File: config.mk
export PLATFORM = sky130hd
export DESIGN_NAME = q8_8_saturating_alu_flat
export DESIGN_NICKNAME = d
export VERILOG_FILES = /design/src/rtl/qsalu_pkg.sv /design/src/rtl/qsalu_if.sv /design/src/rtl/qsalu_prep.sv /design/src/rtl/qsalu_div_cell.sv /design/src/rtl/qsalu_post.sv /design/src/rtl/q8_8_saturating_alu.sv /design/src/flat_wrapper.sv
export SDC_FILE = /design/constraint.sdc
export NUM_CORES = 2
export LEC_CHECK = 0
export BUFFER_PORTS_ARGS = -buffer_cell sky130_fd_sc_hd__buf_2
export CAP_MARGIN = 20
export CORE_ASPECT_RATIO = 0.8
export CORE_MARGIN = 5
export CORE_UTILIZATION = 35
export DETAILED_ROUTE_END_ITERATION = 6
export SYNTH_ARGS = -nofsm -noshare
export SYNTH_HDL_FRONTEND = slang
export SYNTH_SLANG_ARGS = --single-unit
export TNS_END_PERCENT = 100
File: constraint.sdc
create_clock -name clock -period 77.4 [get_ports clock]
set_input_delay 7.74 -clock clock [delete_from_list [all_inputs] [get_ports clock]]
set_output_delay 7.74 -clock clock [all_outputs]
set_load 0.01 [all_outputs]
File: src/rtl/qsalu_pkg.sv
// Shared types, codes and helpers for the Q8.8 saturating ALU.
package qsalu_pkg;

   localparam int Q_W         = 16;
   localparam int Q_FRAC_BITS = 8;
   localparam int MODE_W      = 3;
   // Dividend is |a| scaled by 2^8, so one quotient bit per cell over its full width.
   localparam int DIV_STEPS   = Q_W + Q_FRAC_BITS;
   // Partial remainder stays below |b| <= 2^15.
   localparam int REM_W       = Q_W - 1;

   localparam logic [MODE_W-1:0] MODE_ADD = 3'd0;
   localparam logic [MODE_W-1:0] MODE_SUB = 3'd1;
   localparam logic [MODE_W-1:0] MODE_MUL = 3'd2;
   localparam logic [MODE_W-1:0] MODE_DIV = 3'd3;
   localparam logic [MODE_W-1:0] MODE_INT = 3'd4;

   localparam logic signed [31:0] Q_MIN = -32'sd32768;
   localparam logic signed [31:0] Q_MAX = 32'sd32767;

   // One in-flight transaction as it moves down the divider chain.
   typedef struct packed {
      logic                 valid;
      logic                 is_div;
      logic                 neg;
      logic                 dz;
      logic [Q_W-1:0]       result;
      logic [Q_W-1:0]       divisor;
      logic [REM_W-1:0]     rem;
      logic [DIV_STEPS-1:0] dq;
   } cell_type;

   function automatic logic [Q_W-1:0] sat_q(input logic signed [31:0] v);
      logic [Q_W-1:0] r;
      if (v < Q_MIN) begin
         r = 16'h8000;
      end else if (v > Q_MAX) begin
         r = 16'h7fff;
      end else begin
         r = v[Q_W-1:0];
      end
      return r;
   endfunction

   function automatic logic [Q_W-1:0] abs_q(input logic [Q_W-1:0] v);
      logic [Q_W-1:0] r;
      r = v[Q_W-1] ? (~v + 16'd1) : v;
      return r;
   endfunction

endpackage

File: src/rtl/qsalu_if.sv
// Valid/ready channel interfaces for the request and response sides of the ALU.
interface qsalu_req_if;
   logic                                 valid;
   logic                                 ready;
   logic [qsalu_pkg::MODE_W-1:0]         mode;
   logic signed [qsalu_pkg::Q_W-1:0]     operand_a;
   logic signed [qsalu_pkg::Q_W-1:0]     operand_b;

   modport source(output valid, mode, operand_a, operand_b, input ready);
   modport sink(input valid, mode, operand_a, operand_b, output ready);
endinterface

interface qsalu_rsp_if;
   logic                                 valid;
   logic                                 ready;
   logic signed [qsalu_pkg::Q_W-1:0]     result;
   logic                                 div_by_zero;

   modport source(output valid, result, div_by_zero, input ready);
   modport sink(input valid, result, div_by_zero, output ready);
endinterface

File: src/rtl/qsalu_prep.sv
// Front end: registered multiply, then non-divide results and divider setup.
module qsalu_prep (
   input  logic                             clock,
   input  logic                             reset,
   input  logic                             advance,
   input  logic                             in_valid,
   input  logic [qsalu_pkg::MODE_W-1:0]     in_mode,
   input  logic [qsalu_pkg::Q_W-1:0]        in_a,
   input  logic [qsalu_pkg::Q_W-1:0]        in_b,
   output qsalu_pkg::cell_type              out_cell
);

   logic                             valid_a_ff;
   logic [qsalu_pkg::MODE_W-1:0]     mode_a_ff;
   logic [qsalu_pkg::Q_W-1:0]        a_a_ff;
   logic [qsalu_pkg::Q_W-1:0]        b_a_ff;
   logic signed [31:0]               prod_a_ff;
   logic signed [31:0]               prod_a_in;

   qsalu_pkg::cell_type              cell_ff;
   qsalu_pkg::cell_type              cell_in;

   logic signed [31:0]               a_ext;
   logic signed [31:0]               b_ext;
   logic [qsalu_pkg::Q_W-1:0]        abs_a;

   assign prod_a_in = $signed(in_a) * $signed(in_b);

   always_ff @(posedge clock) begin
      if (reset) begin
         valid_a_ff <= 1'b0;
      end else if (advance) begin
         valid_a_ff <= in_valid;
      end
      if (advance) begin
         mode_a_ff <= in_mode;
         a_a_ff    <= in_a;
         b_a_ff    <= in_b;
         prod_a_ff <= prod_a_in;
      end
   end

   assign a_ext = 32'($signed(a_a_ff));
   assign b_ext = 32'($signed(b_a_ff));
   assign abs_a = qsalu_pkg::abs_q(a_a_ff);

   always_comb begin
      cell_in         = '0;
      cell_in.valid   = valid_a_ff;
      cell_in.is_div  = (mode_a_ff == qsalu_pkg::MODE_DIV);
      cell_in.neg     = a_a_ff[qsalu_pkg::Q_W-1] ^ b_a_ff[qsalu_pkg::Q_W-1];
      cell_in.dz      = (mode_a_ff == qsalu_pkg::MODE_DIV) && (b_a_ff == '0);
      cell_in.divisor = qsalu_pkg::abs_q(b_a_ff);
      cell_in.rem     = '0;
      cell_in.dq      = {abs_a, {qsalu_pkg::Q_FRAC_BITS{1'b0}}};
      case (mode_a_ff)
         qsalu_pkg::MODE_ADD: begin
            cell_in.result = qsalu_pkg::sat_q(a_ext + b_ext);
         end
         qsalu_pkg::MODE_SUB: begin
            cell_in.result = qsalu_pkg::sat_q(a_ext - b_ext);
         end
         qsalu_pkg::MODE_MUL: begin
            // arithmetic shift rounds toward minus infinity
            cell_in.result = qsalu_pkg::sat_q(prod_a_ff >>> qsalu_pkg::Q_FRAC_BITS);
         end
         qsalu_pkg::MODE_INT: begin
            cell_in.result = qsalu_pkg::sat_q(a_ext <<< qsalu_pkg::Q_FRAC_BITS);
         end
         default: begin
            cell_in.result = '0;
         end
      endcase
   end

   always_ff @(posedge clock) begin
      if (reset) begin
         cell_ff.valid <= 1'b0;
      end else if (advance) begin
         cell_ff <= cell_in;
      end
   end

   assign out_cell = cell_ff;

endmodule

File: src/rtl/qsalu_div_cell.sv
// One restoring-division cell: resolves one quotient bit and passes the transaction on.
module qsalu_div_cell (
   input  logic                  clock,
   input  logic                  reset,
   input  logic                  advance,
   input  qsalu_pkg::cell_type   in_cell,
   output qsalu_pkg::cell_type   out_cell
);

   qsalu_pkg::cell_type          cell_ff;
   qsalu_pkg::cell_type          cell_in;
   logic [qsalu_pkg::Q_W-1:0]    shifted;
   logic [qsalu_pkg::Q_W:0]      diff;
   logic                         q_bit;

   // bring the next dividend bit into the partial remainder
   assign shifted = {in_cell.rem, in_cell.dq[qsalu_pkg::DIV_STEPS-1]};
   assign diff    = {1'b0, shifted} - {1'b0, in_cell.divisor};
   assign q_bit   = ~diff[qsalu_pkg::Q_W];

   always_comb begin
      cell_in     = in_cell;
      cell_in.rem = q_bit ? diff[qsalu_pkg::REM_W-1:0] : shifted[qsalu_pkg::REM_W-1:0];
      cell_in.dq  = {in_cell.dq[qsalu_pkg::DIV_STEPS-2:0], q_bit};
   end

   always_ff @(posedge clock) begin
      if (reset) begin
         cell_ff.valid <= 1'b0;
      end else if (advance) begin
         cell_ff <= cell_in;
      end
   end

   assign out_cell = cell_ff;

endmodule

File: src/rtl/qsalu_post.sv
// Back end: signs and clamps the quotient, selects the result, holds the output register.
module qsalu_post (
   input  logic                         clock,
   input  logic                         reset,
   input  logic                         advance,
   input  qsalu_pkg::cell_type          in_cell,
   output logic                         out_valid,
   output logic [qsalu_pkg::Q_W-1:0]    out_result,
   output logic                         out_dz
);

   logic                              valid_ff;
   logic [qsalu_pkg::Q_W-1:0]         result_ff;
   logic [qsalu_pkg::Q_W-1:0]         result_in;
   logic                              dz_ff;
   logic [qsalu_pkg::DIV_STEPS-1:0]   q;
   logic [qsalu_pkg::DIV_STEPS-1:0]   q_neg;

   assign q     = in_cell.dq;
   assign q_neg = ~q + 24'd1;

   always_comb begin
      if (!in_cell.is_div) begin
         result_in = in_cell.result;
      end else if (in_cell.dz) begin
         result_in = '0;
      end else if (in_cell.neg) begin
         result_in = (q > 24'd32768) ? 16'h8000 : q_neg[qsalu_pkg::Q_W-1:0];
      end else begin
         result_in = (q > 24'd32767) ? 16'h7fff : q[qsalu_pkg::Q_W-1:0];
      end
   end

   always_ff @(posedge clock) begin
      if (reset) begin
         valid_ff <= 1'b0;
      end else if (advance) begin
         valid_ff <= in_cell.valid;
      end
      if (advance) begin
         result_ff <= result_in;
         dz_ff     <= in_cell.dz;
      end
   end

   assign out_valid  = valid_ff;
   assign out_result = result_ff;
   assign out_dz     = dz_ff;

endmodule

File: src/rtl/q8_8_saturating_alu.sv
// Q8.8 saturating ALU: add, subtract, multiply, divide and integer conversion.
// Accepts one transaction per clock unless the output stalls, and returns results in
// order through 27 register stages, namely two front-end stages (multiply, then result
// selection and divider setup), a chain of 24 divider cells resolving one quotient bit
// each, and the output register. Every transaction flows through the full chain, so
// latency is the same for all modes. While a response waits on rsp_chan.ready the whole
// pipeline holds and req_chan.ready drops; an empty output register keeps it moving.
module q8_8_saturating_alu (
   input  logic           clock,
   input  logic           reset,
   qsalu_req_if.sink      req_chan,
   qsalu_rsp_if.source    rsp_chan
);

   logic                              advance;
   qsalu_pkg::cell_type               chain [0:qsalu_pkg::DIV_STEPS];
   logic [qsalu_pkg::Q_W-1:0]         rsp_result;

   assign advance        = !rsp_chan.valid || rsp_chan.ready;
   assign req_chan.ready = advance;

   qsalu_prep u_prep (
      .clock    (clock),
      .reset    (reset),
      .advance  (advance),
      .in_valid (req_chan.valid),
      .in_mode  (req_chan.mode),
      .in_a     (req_chan.operand_a),
      .in_b     (req_chan.operand_b),
      .out_cell (chain[0])
   );

   for (genvar k = 0; k < qsalu_pkg::DIV_STEPS; k++) begin : g_cell
      qsalu_div_cell u_cell (
         .clock    (clock),
         .reset    (reset),
         .advance  (advance),
         .in_cell  (chain[k]),
         .out_cell (chain[k+1])
      );
   end

   qsalu_post u_post (
      .clock      (clock),
      .reset      (reset),
      .advance    (advance),
      .in_cell    (chain[qsalu_pkg::DIV_STEPS]),
      .out_valid  (rsp_chan.valid),
      .out_result (rsp_result),
      .out_dz     (rsp_chan.div_by_zero)
   );

   assign rsp_chan.result = rsp_result;

   // divide-by-zero responses always carry a zero result
   a_dz_zero: assert property (@(posedge clock) disable iff (reset)
      rsp_chan.valid && rsp_chan.div_by_zero |-> rsp_chan.result == '0)
      else $error("div_by_zero response with nonzero result");

   a_reset_idle: assert property (@(posedge clock)
      reset |=> !rsp_chan.valid)
      else $error("response valid right after reset");

   // a finished division leaves a remainder below the divisor
   a_rem_bound: assert property (@(posedge clock) disable iff (reset)
      chain[qsalu_pkg::DIV_STEPS].valid && chain[qsalu_pkg::DIV_STEPS].is_div &&
      !chain[qsalu_pkg::DIV_STEPS].dz |->
      {1'b0, chain[qsalu_pkg::DIV_STEPS].rem} < chain[qsalu_pkg::DIV_STEPS].divisor)
      else $error("divider remainder not below divisor");

endmodule

File: src/flat_wrapper.sv
// flat-port wrapper written by rule: the top's interface ports become plain ports
module q8_8_saturating_alu_flat 
  (clock, reset, req_chan_valid, req_chan_mode, req_chan_operand_a, req_chan_operand_b, req_chan_ready, rsp_chan_valid, rsp_chan_result, rsp_chan_div_by_zero, rsp_chan_ready);
  qsalu_req_if req_chan_i ();
  qsalu_rsp_if rsp_chan_i ();
  input  logic clock;
  input  logic reset;
  input wire logic [$bits(req_chan_i.valid)-1:0] req_chan_valid;
  input wire logic [$bits(req_chan_i.mode)-1:0] req_chan_mode;
  input wire logic [$bits(req_chan_i.operand_a)-1:0] req_chan_operand_a;
  input wire logic [$bits(req_chan_i.operand_b)-1:0] req_chan_operand_b;
  output wire logic [$bits(req_chan_i.ready)-1:0] req_chan_ready;
  output wire logic [$bits(rsp_chan_i.valid)-1:0] rsp_chan_valid;
  output wire logic [$bits(rsp_chan_i.result)-1:0] rsp_chan_result;
  output wire logic [$bits(rsp_chan_i.div_by_zero)-1:0] rsp_chan_div_by_zero;
  input wire logic [$bits(rsp_chan_i.ready)-1:0] rsp_chan_ready;
  assign req_chan_i.valid = req_chan_valid;
  assign req_chan_i.mode = req_chan_mode;
  assign req_chan_i.operand_a = req_chan_operand_a;
  assign req_chan_i.operand_b = req_chan_operand_b;
  assign req_chan_ready = req_chan_i.ready;
  assign rsp_chan_valid = rsp_chan_i.valid;
  assign rsp_chan_result = rsp_chan_i.result;
  assign rsp_chan_div_by_zero = rsp_chan_i.div_by_zero;
  assign rsp_chan_i.ready = rsp_chan_ready;
  q8_8_saturating_alu u_core (.clock(clock), .reset(reset), .req_chan(req_chan_i), .rsp_chan(rsp_chan_i));
endmodule
Word-level counts from Yosys, hierarchy flattened. Cells that the tools add are included. W data, S select, Z words.

Register bits: 1751. Bits in latches: 0. Memory bits (writable): 0. Bits in read-only memories: 0. Bits of input ports: 39. Output and inout port bits: 19. Memories: 0.

Add/sub/neg operators: 29. Multipliers: 1. Div/mod/pow operators: 0. $lt $le $gt $ge: 10. Equality and inequality tests: 4. Shift-type cells: 0. Muxes and demuxes: 39. Bitwise operators: 29. Reduce and logical (&&, ||, !) cells: 6.

Operator list (count): $sub A16 B16 Y17 (24); $mux W15 (24); $mux W16 (13); $gt A24 B16 Y1 const B (3); $pmux W16 S4 (1); $add A16 B1 Y16 const B (3); $lt A24 B16 Y1 const B (2); $not A16 Y16 (3); $gt A17 B16 Y1 const B (2); $lt A17 B16 Y1 const B (2); $mul A16 B16 Y32 (1); $not A1 Y1 (25); $gt A24 B15 Y1 const B (1); $add A16 B16 Y17 (1); $sub A1 B16 Y17 (1); $logic_not A16 Y1 (1); $eq A3 B2 Y1 const B (2); $eq A3 B1 Y1 const B (1); $eq A3 B3 Y1 const B (1); $logic_not A3 Y1 (1); $reduce_and A2 Y1 (1); $logic_and A1 B1 Y1 (1); $logic_not A1 Y1 (1); $logic_or A1 B1 Y1 (1); other kinds (2) (2).

Logic depth before layout (Yosys ltp).
Depth in word-level cells: 6. Gate-level depth with buffers: 23. Depth with buffers taken out: 22.

Hierarchy. A second synthesis with hierarchy kept.

Cells, all modules: 6998. Area total of the unflattened synthesis: 96691.5 sq um.

By module, submodules not included: qsalu_div_cell at u_core.g_cell[0].u_cell ... (times used 21, cells each 219, area an instance 3319.4 sq um, sequential area each 2242.2 sq um); qsalu_prep (times used 1, cells each 1614, area an instance 15904.0 sq um, sequential area each 3343.2 sq um); qsalu_div_cell at u_core.g_cell[15].u_cell ... (times used 3, cells each 215, area an instance 3258.1 sq um, sequential area each 2242.2 sq um); qsalu_post (times used 1, cells each 139, area an instance 1298.7 sq um, sequential area each 530.5 sq um); q8_8_saturating_alu (times used 1, cells each 1, area an instance 6.3 sq um, sequential area each 0.0 sq um).

Worst setup path after synthesis. Ideal clock, no wire load.

Kind: input port to flip-flop. Start: in reset. End: reg u_core.g_cell[0].u_cell.cell_ff, in the netlist u_core.g_cell[0].u_cell.out_cell[0], enable pin. Setup time: 3.707 ns. Arrival: 75.991 ns. Data required time: 73.693 ns. Setup slack: -2.298 ns. Cell stages on the path: 3. Path through: clkbuf_1 clkbuf_1 nor2_1.

Longest elaborated chain between the ends: 2.

Ends and longest elaborated chain: start, declared (line flat_wrapper.sv:7) `input logic reset;`; $not A1 Y1 (no line); $reduce_and A2 Y1 (no line); end signal, assigned (line qsalu_div_cell.sv:31) `cell_ff <= cell_in;`; end, declared (line qsalu_div_cell.sv:10) `qsalu_pkg::cell_type cell_ff;`.

No other way between the ends. A chain may end at the register's enable or synchronous reset.

Worst setup path in the final report.
Start: in rsp_chan_ready. End: out req_chan_ready.

Longest elaborated chain between the ends: 1.

Ends and longest elaborated chain: start, declared (line flat_wrapper.sv:16) `input wire logic [$bits(rsp_chan_i.ready)-1:0] rsp_chan_ready;`; $logic_or A1 B1 Y1 (line q8_8_saturating_alu.sv:19) `assign advance = !rsp_chan.valid || rsp_chan.ready;`; end, declared (line flat_wrapper.sv:12) `output wire logic [$bits(req_chan_i.ready)-1:0] req_chan_ready;`.

No other way between the ends.

==> report_table.html <==
<table>
<tr><th>Metric</th><th>Value</th></tr>
<tr><th colspan="2">Logic synthesis</th></tr>
<tr><td>Share of flip-flops with an asynchronous set or reset after synthesis</td><td>0%</td></tr>
<tr><td>Yosys warns</td><td>0</td></tr>
<tr><td>Distinct cell type count of the synthesized netlist</td><td>90</td></tr>
<tr><td>Cells taking the most area after synthesis</td><td>sky130_fd_sc_hd__edfxtp_1 (60%), sky130_fd_sc_hd__ha_1 (7.0%), sky130_fd_sc_hd__fa_1 (6.7%)</td></tr>
<tr><td>Cell count after synthesis</td><td>6,277</td></tr>
<tr><td>Sequential fraction of the synthesis area</td><td>60.9%</td></tr>
<tr><td>Mean area per synthesized cell</td><td>13.6 sq um</td></tr>
<tr><td>Post-synthesis instance area</td><td>85,500 sq um</td></tr>
<tr><td>Fraction of synthesized cell area taken by the top area cell type</td><td>60.3%</td></tr>
<tr><td>Most used DFF post-synth</td><td>sky130_fd_sc_hd__edfxtp_1</td></tr>
<tr><td>Flip-flop and latch count after synthesis</td><td>1,743</td></tr>
<tr><td>Yosys top cell by area</td><td>sky130_fd_sc_hd__edfxtp_1</td></tr>
<tr><td>Post-synth EDFFs</td><td>1,716</td></tr>
<tr><th colspan="2">Clocking</th></tr>
<tr><td>Clock Path Buffers</td><td>4</td></tr>
<tr><td>Post-CTS Setup Inserts</td><td>0</td></tr>
<tr><td>Number of CTS-inserted buffers</td><td>173</td></tr>
<tr><td>Post-CTS Hold Buffers</td><td>0</td></tr>
<tr><td>TritonCTS clock tree</td><td>yes</td></tr>
<tr><td>Number of clock sinks</td><td>1,743</td></tr>
<tr><td>Resized cells post-CTS</td><td>0</td></tr>
<tr><td>Source-to-sink clock delay at the later pin of the worst-skew pair</td><td>0.81 ns</td></tr>
<tr><td>Post-CTS clock slew at the launch and capture registers of the worst setup and hold paths</td><td>0.06 ns</td></tr>
<tr><td>H-tree lvl count</td><td>4</td></tr>
<tr><td>Root Driver</td><td>sky130_fd_sc_hd__clkbuf_16</td></tr>
<tr><th colspan="2">Setup path</th></tr>
<tr><td>Launch instance of the worst register-to-register path</td><td>u_core.u_post.out_valid</td></tr>
<tr><td>Slowest cell on crit path</td><td>sky130_fd_sc_hd__inv_4</td></tr>
<tr><td>Element type at the critical path start</td><td>primary input</td></tr>
<tr><td>Nature of the critical path endpoint</td><td>output pin</td></tr>
<tr><td>Start-to-end type of the worst setup path</td><td>in -&gt; out</td></tr>
<tr><td>Maximum fanout along the worst path</td><td>45</td></tr>
<tr><td>Reg-to-reg critical path endpoint</td><td>u_core.g_cell[18].u_cell.out_cell[36]</td></tr>
<tr><td>Number of cells traversed by the worst register-to-register path</td><td>6</td></tr>
<tr><td>Worst reg-to-reg setup slack</td><td>72.78 ns</td></tr>
<tr><td>Family with the most delay on the worst path</td><td>buffers and inverters</td></tr>
<tr><td>CP Cell Sequence</td><td>buf_2, nor2b_2, inv_4, buf_2</td></tr>
<tr><td>Endpoint arrival time on the critical path</td><td>8.61 ns</td></tr>
<tr><td>Total buffers and inverters traversed by the critical path</td><td>3</td></tr>
<tr><td>Required time reported for the critical path endpoint</td><td>69.66 ns</td></tr>
<tr><td>CP dominant cell by count</td><td>sky130_fd_sc_hd__buf_2</td></tr>
<tr><td>Delay of the slowest critical-path stage</td><td>0.39 ns</td></tr>
<tr><th colspan="2">Timing</th></tr>
<tr><td>Sum of negative setup slack</td><td>0 ns</td></tr>
<tr><td>Worst hold slack</td><td>0.386 ns</td></tr>
<tr><td>Count of final hold-check violations</td><td>0</td></tr>
<tr><td>Final critical-path required period</td><td>16.35 ns</td></tr>
<tr><td>Relative slew margins</td><td>18.0%</td></tr>
<tr><td>Highest clock rate</td><td>61.2 MHz</td></tr>
<tr><td>Final setup violation count</td><td>0</td></tr>
<tr><td>Least setup slack across all paths after layout</td><td>61.05 ns</td></tr>
<tr><td>Largest clock skew in the final design</td><td>0.0495 ns</td></tr>
<tr><td>Worst-Margin Slew</td><td>1.23 ns</td></tr>
<tr><td>RSZ-0062 raised after global routing</td><td>false</td></tr>
<tr><td>Final-report max-slew violation count</td><td>0</td></tr>
<tr><td>Period utilisation layout</td><td>21.1%</td></tr>
<tr><th colspan="2">Detailed routing</th></tr>
<tr><td>Routed wire per std cell</td><td>15.9 microns</td></tr>
<tr><td>Drt total wl</td><td>156,000 microns</td></tr>
<tr><td>Antenna violation net count after detailed routing</td><td>0</td></tr>
<tr><td>Met2 Wirelength</td><td>74,800 microns</td></tr>
<tr><td>Max Used Layer</td><td>met4</td></tr>
<tr><td>Via total after detailed routing</td><td>46,800</td></tr>
<tr><td>Via/cell ratio</td><td>4.75</td></tr>
<tr><td>Detailed route wirelength on metal3</td><td>6630 microns</td></tr>
<tr><td>1st-pass router iterations</td><td>6</td></tr>
<tr><td>Iteration-0 DRC count of the detailed router</td><td>3,423</td></tr>
<tr><td>Residual DRC</td><td>0</td></tr>
<tr><td>M1 WL</td><td>71,800 microns</td></tr>
<tr><th colspan="2">Power and ir drop</th></tr>
<tr><td>Power per unit of standard cell area</td><td>37.9 nW/um^2</td></tr>
<tr><td>Max IR drop VDD</td><td>0.0544 mV</td></tr>
<tr><td>Static Leakage</td><td>37.2 nW</td></tr>
<tr><th colspan="2">Floorplan</th></tr>
<tr><td>Number of core rows</td><td>162</td></tr>
<tr><td>Starting density of the core</td><td>35.1%</td></tr>
<tr><td>Die Width</td><td>563 microns</td></tr>
<tr><td>Ports placed on the boundary</td><td>58</td></tr>
<tr><td>Die outline area</td><td>254,000 sq um</td></tr>
<tr><td>Y dimension of the die</td><td>452 microns</td></tr>
<tr><td>Core ar.</td><td>243,000 sq um</td></tr>
<tr><th colspan="2">Global routing</th></tr>
<tr><td>Total global routing track utilization</td><td>12.1%</td></tr>
<tr><td>Number of global-route vias before repair</td><td>47,200</td></tr>
<tr><td>First-pass GRT wire length</td><td>253,000 microns</td></tr>
<tr><td>Aggregate global routing overflow</td><td>0</td></tr>
<tr><td>Pin count of the biggest net entering global routing</td><td>209</td></tr>
<tr><td>Antenna violations before repair</td><td>0</td></tr>
<tr><th colspan="2">Status</th></tr>
<tr><td>Result of the run</td><td>complete, no violations</td></tr>
<tr><th colspan="2">Min path</th></tr>
<tr><td>Source of the worst hold timing path</td><td>u_core.g_cell[3].u_cell.out_cell[62]</td></tr>
<tr><td>Depth of the worst hold-timing path</td><td>0</td></tr>
<tr><td>Type of the most critical hold path</td><td>reg -&gt; reg</td></tr>
<tr><td>Worst hold endpoint</td><td>u_core.g_cell[4].u_cell.out_cell[62]</td></tr>
<tr><th colspan="2">Cells and area</th></tr>
<tr><td>Layout area overhead</td><td>11.2%</td></tr>
<tr><td>Final cell utilization of the core</td><td>39.1%</td></tr>
<tr><td>Non-filler instance count after layout</td><td>9,854</td></tr>
<tr><td>Filler Cell Count</td><td>22,600</td></tr>
<tr><td>NumNets Final</td><td>7,244</td></tr>
<tr><td>Layout cells sized above 1</td><td>8.38%</td></tr>
<tr><th colspan="2">Place</th></tr>
<tr><td>Number of port buffers</td><td>57</td></tr>
<tr><td>GPL Wtd Cong</td><td>0.825</td></tr>
<tr><td>DP HPWL</td><td>111,000 microns</td></tr>
<tr><td>Minimum setup slack after placement</td><td>61.04 ns</td></tr>
<tr><td># placed instances</td><td>9,546</td></tr>
<tr><th colspan="2">Run</th></tr>
<tr><td>Max-cap viol count</td><td>0</td></tr>
</table>
==> flip-flops by register name (all words and copies together), names as in the netlist <==
| name | cells |
|---|---|
| u_core.u_post.out_result | 16 |
| u_core.u_prep.out_cell | 52 |
| u_core.u_post.out_valid | 1 |
| u_core.g_cell.u_cell.out_cell | 1613 |
| u_core.u_prep.a_a_ff | 16 |
| u_core.u_prep.b_a_ff | 16 |
| u_core.u_prep.mode_a_ff | 3 |
| u_core.u_prep.valid_a_ff | 1 |
| u_core.u_prep.prod_a_ff | 24 |
| u_core.u_post.out_dz | 1 |
==> where the power goes <==
| part | switching [W] | internal (W) |
|---|---|---|
| Clock | 0.000341 | 0.000461 |
| Sequential | 0.0000702 | 0.00127 |
| Combinational | 0.000807 | 0.000660 |
==> worst max-delay path by stage <==
stage	start	end	slack, ns	depth (start not counted)
6_report	rsp_chan_ready	req_chan_ready	61.05	4
5_1_grt	rsp_chan_ready	req_chan_ready	60.99	4
4_1_cts	rsp_chan_ready	req_chan_ready	61.04	4
3_5_place_dp	rsp_chan_ready	req_chan_ready	61.04	4
3_3_place_gp	rsp_chan_ready	req_chan_ready	61.04	4
2_1_floorplan	rsp_chan_ready	u_core.g_cell[0].u_cell.out_cell[0]	25.67	4
==> worst register-to-register path: stages, from the launching register on <==
cell and delay [ns]:
sky130_fd_sc_hd__dfxtp_1 0.30, sky130_fd_sc_hd__nor2b_2 0.16, sky130_fd_sc_hd__buf_4 0.23, sky130_fd_sc_hd__nor2_4 0.75, sky130_fd_sc_hd__buf_4 0.92, sky130_fd_sc_hd__buf_12 0.77, sky130_fd_sc_hd__buf_4 1.00
==> cells by family after synthesis <==
family / after synthesis / share of synthesized area [%]
muxes: 186 / 2.52
adders and majority gates: 761 / 13.6
xor gates and xnor gates: 282 / 2.89
AOI/OAI and AO/OA: 1012 / 8.05
buffers and inverters: 917 / 4.18
DFF: 1743 / 60.9
and+or+nand+nor: 1375 / 7.80
other: 1 / 0.00439
==> cell type report <==
cell class	instances	area (sq um)	share of cell area, %
Clock buffer	215	4550	4.79
Antenna cell	1	2.50	0.00263
Multi-Input combinational cell	3623	29900	31.4
Tap cell	3280	4100	4.32
Inverter	812	3050	3.21
Sequential cell	1743	52100	54.8
Timing Repair Buffer	91	618	0.650
Clock inverter	89	821	0.863
==> metal layers <==
metal / vias to the layer above / GRT usage, %
met5: - / 0
met4: 0 / 2.79
met3: 239 / 1.97
met2: 836 / 20.5
met1: 23000 / 16.5
li1: 22800 / -
==> Yosys cell counts, types with 16 or more instances <==
library cell               count
sky130_fd_sc_hd__o31ai_1      40
sky130_fd_sc_hd__edfxtp_1   1716
sky130_fd_sc_hd__dfxtp_1      27
sky130_fd_sc_hd__mux2_2      125
sky130_fd_sc_hd__a21o_1       62
sky130_fd_sc_hd__xor2_1       79
sky130_fd_sc_hd__mux2i_1      33
sky130_fd_sc_hd__fa_1        285
sky130_fd_sc_hd__o21ai_0     254
sky130_fd_sc_hd__a21boi_0     25
sky130_fd_sc_hd__and2_1      141
sky130_fd_sc_hd__and3_1       35
sky130_fd_sc_hd__or3_1        21
sky130_fd_sc_hd__o21ai_1      28
sky130_fd_sc_hd__nor2_1      326
sky130_fd_sc_hd__a211oi_1     21
sky130_fd_sc_hd__nand3_1      78
sky130_fd_sc_hd__ha_1        476
sky130_fd_sc_hd__a21oi_1     244
sky130_fd_sc_hd__xnor2_1     203
sky130_fd_sc_hd__a31oi_1      16
sky130_fd_sc_hd__nor4_1       36
sky130_fd_sc_hd__o21a_1       77
sky130_fd_sc_hd__buf_2        23
sky130_fd_sc_hd__o41ai_1      27
sky130_fd_sc_hd__inv_1       810
sky130_fd_sc_hd__nand2b_1     67
sky130_fd_sc_hd__nand4_1      24
sky130_fd_sc_hd__o21bai_1     23
sky130_fd_sc_hd__o22ai_1      22
sky130_fd_sc_hd__mux2_4       27
sky130_fd_sc_hd__nand2_1     402
sky130_fd_sc_hd__nor2b_1      79
sky130_fd_sc_hd__clkbuf_1     64
sky130_fd_sc_hd__nor3_1      103
==> cell usage in the layout (no fill, tap or decap), drive strengths merged, types with 203 or more instances in the layout <==
cell type  instances
nor2             326
nand2            402
inv              817
edfxtp          1716
a21oi            246
ha               476
o21ai            287
clkbuf           215
fa               285
xnor2            203
==> through the flow <==
stage | total power, W | area, sq um
2_1_floorplan | 0.00255 | 85500
3_3_place_gp | 0.00277 | 89700
3_5_place_dp | 0.00282 | 89700
4_1_cts | 0.00364 | 95000
5_1_grt | 0.00388 | 95100
6_report | 0.00361 | 95100
Note: power is estimated with default switching activity, not from simulation.
